## config.mk

```make
export PLATFORM = sky130hd
export DESIGN_NAME = gczp_div
export DESIGN_NICKNAME = d
export VERILOG_FILES = /design/src/sv/great_circle_zone_proximity_check_core_macros.svh /design/src/sv/gczp_pkg.sv /design/src/sv/gczp_div.sv
export SDC_FILE = /design/constraint.sdc
export NUM_CORES = 2
export LEC_CHECK = 0
export BUFFER_PORTS_ARGS = -buffer_cell sky130_fd_sc_hd__buf_2
export CELL_PAD_IN_SITES_DETAIL_PLACEMENT = 0
export CELL_PAD_IN_SITES_GLOBAL_PLACEMENT = 1
export CORE_MARGIN = 8
export CORE_UTILIZATION = 27
export CTS_CLUSTER_SIZE = 20
export DETAILED_ROUTE_END_ITERATION = 10
export PLACE_DENSITY_LB_ADDON = 0.1
export SLEW_MARGIN = 30
export SYNTH_ARGS = -nofsm -noshare
export SYNTH_HDL_FRONTEND = slang
export SYNTH_SLANG_ARGS = --single-unit
```

## constraint.sdc

```tcl
create_clock -name i_clk -period 6 [get_ports i_clk]
set_input_delay 1.2 -clock i_clk [delete_from_list [all_inputs] [get_ports i_clk]]
set_output_delay 1.2 -clock i_clk [all_outputs]
set_load 0.05 [all_outputs]
```

## src/sv/great_circle_zone_proximity_check_core_macros.svh

```systemverilog
// Assertion macros used by the top module of the zone proximity core.
`ifndef GREAT_CIRCLE_ZONE_PROXIMITY_CHECK_CORE_MACROS_SVH
`define GREAT_CIRCLE_ZONE_PROXIMITY_CHECK_CORE_MACROS_SVH

// Same-cycle implication, checked on every rising edge outside reset.
`define GCZP_ASSERT_IMPL(lbl, ante, cons, msg) \
    lbl: assert property (@(posedge i_clk) disable iff (!i_rst_n) (ante) |-> (cons)) \
        else $error(msg);

// Next-cycle implication, checked on every rising edge outside reset.
`define GCZP_ASSERT_NEXT(lbl, ante, cons, msg) \
    lbl: assert property (@(posedge i_clk) disable iff (!i_rst_n) (ante) |=> (cons)) \
        else $error(msg);

`endif

```

## src/sv/gczp_pkg.sv

```systemverilog
package gczp_pkg;

    localparam int CORDIC_STEPS = 20;
    localparam int LAT_SC       = CORDIC_STEPS + 4;
    localparam int LAT_XYZ      = LAT_SC + 2;

    localparam int LAT_W  = 24;
    localparam int ANG_W  = 25;
    localparam int ALT_W  = 17;
    localparam int RAD_W  = 20;
    localparam int TRIG_W = 32;
    localparam int CRD_W  = 30;
    localparam int SQ_W   = 62;
    localparam int ROOT_W = 31;
    localparam int DEN_W  = ROOT_W + 8;
    localparam int QUO_W  = 24;
    localparam int DIST_W = 22;

    localparam logic signed [ANG_W:0] DEG_90  = 26'sd5898240;
    localparam logic signed [ANG_W:0] DEG_180 = 26'sd11796480;
    localparam logic signed [ANG_W:0] DEG_360 = 26'sd23592960;

    localparam longint DEG_TO_RAD = 64'sd19190098068;
    localparam logic signed [17:0] DEG_RAD_HI = 18'(DEG_TO_RAD >> 18);
    localparam logic signed [17:0] DEG_RAD_LO = 18'(DEG_TO_RAD & 64'sd262143);

    localparam logic signed [TRIG_W-1:0] CORDIC_GAIN = 32'sd652032874;
    localparam logic signed [CRD_W-1:0]  EARTH_R     = 30'sd417529856;
    localparam logic signed [21:0]       FT_TO_KM    = 22'sd1309106;

    localparam logic [60:0]      LIM_30       = 61'd1073741824;
    localparam logic [QUO_W-1:0] DIST_POS_MAX = 24'd2097151;
    localparam logic [QUO_W-1:0] DIST_NEG_MAX = 24'd2097152;
    localparam logic signed [DIST_W-1:0] DIST_MAX = 22'sd2097151;
    localparam logic signed [DIST_W-1:0] DIST_MIN = -22'sd2097152;

    localparam logic signed [TRIG_W-1:0] ATAN_Q30 [32] = '{
        32'sh3243F6A8, 32'sh1DAC6705, 32'sh0FADBAFC, 32'sh07F56EA6,
        32'sh03FEAB76, 32'sh01FFD55B, 32'sh00FFFAAA, 32'sh007FFF55,
        32'sh003FFFEA, 32'sh001FFFFD, 32'sh000FFFFF, 32'sh0007FFFF,
        32'sh0003FFFF, 32'sh0001FFFF, 32'sh0000FFFF, 32'sh00007FFF,
        32'sh00003FFF, 32'sh00001FFF, 32'sh00000FFF, 32'sh000007FF,
        32'sh000003FF, 32'sh000001FF, 32'sh000000FF, 32'sh0000007F,
        32'sh0000003F, 32'sh0000001F, 32'sh0000000F, 32'sh00000008,
        32'sh00000004, 32'sh00000002, 32'sh00000001, 32'sh00000000
    };

    typedef enum logic [7:0] {
        CFG_ZONE_LAT    = 8'd0,
        CFG_ZONE_LON    = 8'd1,
        CFG_ZONE_ALT    = 8'd2,
        CFG_ZONE_RADIUS = 8'd3
    } t_cfg_idx;

    typedef struct packed {
        logic neg;
        logic deg;
    } t_res_tag;

    typedef struct packed {
        logic [SQ_W-1:0] dot_mag;
        t_res_tag        res;
    } t_sq_tag;

endpackage

```

## src/sv/gczp_div.sv

```systemverilog
module gczp_div import gczp_pkg::*; (
    input  logic              i_clk,
    input  logic              i_rst_n,
    input  logic              i_en,
    input  logic              i_valid,
    input  logic [ROOT_W-1:0] i_root,
    input  logic [SQ_W-1:0]   i_dot_mag,
    input  t_res_tag          i_tag,
    output logic              o_valid,
    output logic [QUO_W-1:0]  o_quo,
    output t_res_tag          o_tag
);

    logic [SQ_W-1:0]  r_rem [0:QUO_W];
    logic [DEN_W-1:0] r_den [0:QUO_W];
    logic [QUO_W-1:0] r_quo [0:QUO_W];
    t_res_tag         r_tag [0:QUO_W];
    logic             r_vd  [0:QUO_W];

    always_ff @(posedge i_clk) begin
        if (!i_rst_n) begin
            for (int k = 0; k <= QUO_W; k++) begin
                r_vd[k] <= 1'b0;
            end
        end else if (i_en) begin
            r_vd[0] <= i_valid;
            for (int k = 1; k <= QUO_W; k++) begin
                r_vd[k] <= r_vd[k-1];
            end
        end
    end

    always_ff @(posedge i_clk) begin
        if (i_en) begin
            r_rem[0] <= i_dot_mag;
            r_den[0] <= {i_root, 8'd0};
            r_quo[0] <= '0;
            r_tag[0] <= i_tag;
        end
    end

    for (genvar g = 0; g < QUO_W; g++) begin : g_bit
        localparam int SH = QUO_W - 1 - g;
        logic [63:0] w_ds;
        assign w_ds = 64'(r_den[g]) << SH;
        always_ff @(posedge i_clk) begin
            if (i_en) begin
                r_den[g+1] <= r_den[g];
                r_tag[g+1] <= r_tag[g];
                if (64'(r_rem[g]) >= w_ds) begin
                    r_rem[g+1] <= r_rem[g] - w_ds[SQ_W-1:0];
                    r_quo[g+1] <= r_quo[g] | (QUO_W'(1) << SH);
                end else begin
                    r_rem[g+1] <= r_rem[g];
                    r_quo[g+1] <= r_quo[g];
                end
            end
        end
    end

    assign o_valid = r_vd[QUO_W];
    assign o_quo   = r_quo[QUO_W];
    assign o_tag   = r_tag[QUO_W];

endmodule

```

==> summary.md <==
The number of gates resized after CTS was 0. The most frequent cell on the critical path is sky130_fd_sc_hd__a21oi_1. The average instance area after synthesis works out to 11.7 um2.

Setup violations remaining at the end of the flow were counted as 0. After synthesis, the cell types taking the most area are sky130_fd_sc_hd__edfxtp_1 59%, sky130_fd_sc_hd__ha_1 7.0%, sky130_fd_sc_hd__o21ai_0 3.2%. The tools report the sequential area share after synthesis as 58.8%. Across all register-to-register paths, the minimum setup slack is 1110 ps.

The net total in the final layout is 12,500, and the share of final-layout standard cells stronger than drive strength 1 is 7.48%. TritonCTS sink count: 2,607. The number of buffers on the longest clock path was 4.

Area overhead of the layout relative to synthesis: 14.7%. Of the total power, combinational logic draws 34.5%. The first global-routing pass estimated 588 mm of wire. The floorplan step defined a die boundary enclosing 516,000 um2. After Yosys synthesis, and, or, nand and nor cells account for 11.2% of the synthesized area. Using the TritonRoute via totals, the vias-per-cell ratio works out to 4.75.

The area share of the largest cell type after synthesis is 58.8%. The critical path ends at r_rem[22][57]$_DFFE_PP_. The buffer type at the clock tree root is sky130_fd_sc_hd__clkbuf_16. STA puts the critical path data arrival time at 5590 ps.

Leaving out fill and tap cells, the most frequent cell in the layout is sky130_fd_sc_hd__edfxtp_1. The peak fanout along the critical path is 5, and the number of antenna violations at the first check in global routing is 18. The synthesized-area fraction occupied by adder cells is 7.34%, and the cell area after synthesis is 133,000 um2.

The remaining antenna violation count after routing was 0; the vertical die dimension was 718 um. After clock tree synthesis, the setup repair step added 0 buffers. The final-layout worst hold slack was 386 ps. For this design the total switching power over the nets is 26.5 mW. The fraction of registers with async set or reset after synthesis is 0%. STA classifies the critical path startpoint as a register.

Counting flops and latches in the post-synthesis netlist gives 2,607. The tools report the largest clock skew in the final design as 89.1 ps. The run gives 57.3 nW as the reported leakage power. Entering global routing, the biggest net connects 150 pins. The worst slew margin relative to its limit is 21.7%. 126 I/O pins were placed.

The tools report the startpoint of the most critical setup path as r_den[5][49]$_DFFE_PP_. The required time reported for the critical path endpoint is 6700 ps, and the mean routed wirelength per cell is 21.7 um. The number of global-route vias before repair was 88,100; the count of distinct cell types in the synthesized netlist was 96. Total number of yosys warnings: 0.

After the first detailed-routing iteration, the DRC count stood at 5,838. After clock tree synthesis, the clock-pin slew on the worst setup and hold paths is 60 ps. The run finished with clean final reports.

The initialized floorplan defines 258 standard-cell rows. In the routed design, unresolved DRC markers number 0. The worst hold path belongs to the class register to register.

The filler cells instantiated in the layout total 49,600. The critical path goes through inv_1 -> ha_1 -> nand2_1 -> o21bai_1 -> a21oi_1 -> o21ai_0 -> a21oi_1 -> a311o_1 -> a2111oi_0 -> buf_4 -> nor4_1 -> nor3_1 -> nand3_1 -> xnor2_1. In the synthesized netlist, the number of instances is 11,400. The total congestion overflow was 0. In the layout the commonest cells are 2,606 x sky130_fd_sc_hd__edfxtp_1, 1,036 x sky130_fd_sc_hd__nand2_1, 955 x sky130_fd_sc_hd__inv_1.

For this run, the leading register cell type out of synthesis is sky130_fd_sc_hd__edfxtp_1. The routed layout has 87,300 vias. The worst path uses 81.5% of the clock period. For this configuration, the core starts out at a cell density of 27.0%. For this block, the routed nets add up to 400 mm of wire. The number of cells on the worst reg-to-reg path came out at 14. Combinational family with the most area after synthesis: compound AO/OA/AOI/OAI gates.

For the highest achievable clock rate, the log shows 0.205 GHz. The core area was 492,000 um2; the transition at the pin with the smallest max-transition slack was 1180 ps. Critical path's slowest cell: sky130_fd_sc_hd__a2111oi_0. The minimum clock period is 4890 ps, and the switching part of the total is 35.9%. The final-report hold violation count came out at 0. The critical path crosses 14 cells after its start point. The critical path in this run is classified as register to register. The tools report the kind of end point of the critical path as a register. The total power per unit cell area is 483 nW/um2, and the compound-cell area share of the yosys netlist is 12.7%. The tool flagged a number of max-cap violations equal to 0.

The number of buffers and inverters on the critical path is 2. Number of enable flip-flop cells after synthesis: 2,606. Routability-driven placement finished with a final weighted congestion of 0.857.

The wire-length estimate of the detail-placed layout is 310 mm. Setup repair after global routing left no endpoint under its margin. After synthesis, the share of cell area in mux cells is 0.713%.

Sequential cells account for 38.4% of the total power. The number of input and output port buffers inserted came out at 125. The number of slew-limit violations in the final report is 0. The longest individual stage delay on the worst path was 800 ps; the worst-case vdd ir drop was 250 uV.

The logs give 47.3 mW for the cell-internal power and 27.1% for the fraction of power consumed by the clock network. In this design, the largest share of critical-path delay is due to compound AO/OA/AOI/OAI gates. In this run the critical register-to-register path is captured at r_rem[22][57]$_DFFE_PP_. Summed over all failing endpoints, the final setup total negative slack is 0 ps. TritonCTS built the clock tree. The logs give 5 for the H-tree depth and 329 for the number of buffers added by the clock tree synthesis step. The clock insertion delay at the later pin of the skew report is 960 ps, and the number of hold buffers added after cts is 0.

The xor/xnor share of the synthesized area works out to 5.59%. The number of nets handed over by synthesis was 12,300. The floorplan step set the die width to 718 um. The tools report the number of optimization iterations in the first detailed-route pass as 5. The worst register-to-register path begins at r_den[5][49]$_DFFE_PP_.

sky130_fd_sc_hd__edfxtp_1 takes more of the synthesized area than any other cell. For this run, the total global-route usage over all layers was measured as 14.9%.
==> cell type report <==
cell class	count	area, um2	area share [%]
well taps	6500	8130	5.32
flip-flops and latches	2607	78300	51.2
inverters	959	3600	2.36
repair buffers	215	1580	1.03
clock inverters	196	2240	1.47
clock buffers	393	8560	5.60
multi-input cells	7510	50300	32.9
diodes	9	22.5	0.0147
==> state kept, by name, summed over array words and instances (netlist names) <==
name / count
r_den: 744
r_quo: 300
r_rem: 1488
r_tag: 50
r_vd: 25
==> logic make-up after synthesis <==
group | after synthesis
and+or+nand+nor | 3057
buffers and inverters | 1278
muxes | 85
xor gates and xnor gates | 850
DFF | 2607
AOI/OAI and AO/OA | 2751
adders and majority gates | 767
==> power by group through the flow <==
stage	clock [mW]	sequential [mW]	combinational, mW
6_report	20.0	28.3	25.5
5_1_grt	21.5	28.8	28.6
4_1_cts	20.9	28.5	25.7
3_5_place_dp	0	28.9	25.5
3_3_place_gp	0	28.9	25.6
2_1_floorplan	0	26.8	18.7
==> per-layer routing <==
layer  up-vias  global-route usage, %  part of all wire, %
met5         -                      0               0.0063
met3       494                   1.91                  3.5
met1     42700                   19.5                   45
met2      1502                   25.9                   49
met4         4                   3.87                  2.6
li1      42600                      -                    -
==> metrics by stage <==
step	setup WS, ps	instance area (um2)	std cells	total power [mW]	util, %
CTS	1090	153000	18400	75.1	31.0
global route	815	153000	18400	78.8	31.0
finish	1110	153000	18400	73.8	31.0
floorplan	1260	133000	11400	45.6	-
detailed placement	1140	142000	17800	54.3	28.8
global placement	1070	142000	17800	54.5	28.8
==> Yosys cell counts (25+ instances only) <==
| cell type | count |
|---|---|
| sky130_fd_sc_hd__edfxtp_1 | 2606 |
| sky130_fd_sc_hd__nand2_1 | 1037 |
| sky130_fd_sc_hd__inv_1 | 956 |
| sky130_fd_sc_hd__o21ai_0 | 861 |
| sky130_fd_sc_hd__a21oi_1 | 782 |
| sky130_fd_sc_hd__ha_1 | 744 |
| sky130_fd_sc_hd__nor2_1 | 595 |
| sky130_fd_sc_hd__xnor2_1 | 429 |
| sky130_fd_sc_hd__xor2_1 | 421 |
| sky130_fd_sc_hd__a21o_1 | 415 |
| sky130_fd_sc_hd__clkbuf_1 | 294 |
| sky130_fd_sc_hd__nor3_1 | 220 |
| sky130_fd_sc_hd__nor4_1 | 192 |
| sky130_fd_sc_hd__nand3_1 | 187 |
| sky130_fd_sc_hd__nand4_1 | 170 |
| sky130_fd_sc_hd__nand2b_1 | 122 |
| sky130_fd_sc_hd__nor2b_1 | 104 |
| sky130_fd_sc_hd__o21bai_1 | 102 |
| sky130_fd_sc_hd__and3_1 | 87 |
| sky130_fd_sc_hd__mux2_2 | 79 |
| sky130_fd_sc_hd__o21a_1 | 76 |
| sky130_fd_sc_hd__a31oi_1 | 73 |
| sky130_fd_sc_hd__or3_1 | 64 |
| sky130_fd_sc_hd__o31ai_1 | 63 |
| sky130_fd_sc_hd__and2_1 | 53 |
| sky130_fd_sc_hd__a211oi_1 | 46 |
| sky130_fd_sc_hd__or4_1 | 44 |
| sky130_fd_sc_hd__or2_2 | 34 |
| sky130_fd_sc_hd__o211ai_1 | 32 |
| sky130_fd_sc_hd__nor3b_1 | 27 |
| sky130_fd_sc_hd__a21boi_0 | 25 |
==> worst min-delay path by stage <==
stage | start | end | slack (ps) | depth (start not counted)
floorplan | r_quo[9][15]$_SDFFCE_PN1P_ | r_quo[10][15]$_DFFE_PP_ | 400 | 0
global placement | r_quo[23][12]$_DFFE_PP_ | r_quo[24][12]$_DFFE_PP_ | 400 | 0
detailed placement | r_quo[11][23]$_DFFE_PP_ | r_quo[12][23]$_DFFE_PP_ | 400 | 0
CTS | i_dot_mag[9] | r_rem[0][9]$_DFFE_PP_ | 300 | 1
global route | i_root[3] | r_den[0][11]$_DFFE_PP_ | 350 | 1
finish | r_quo[20][21]$_DFFE_PP_ | r_quo[21][21]$_DFFE_PP_ | 390 | 0
Power figures use the tool's default switching activity.
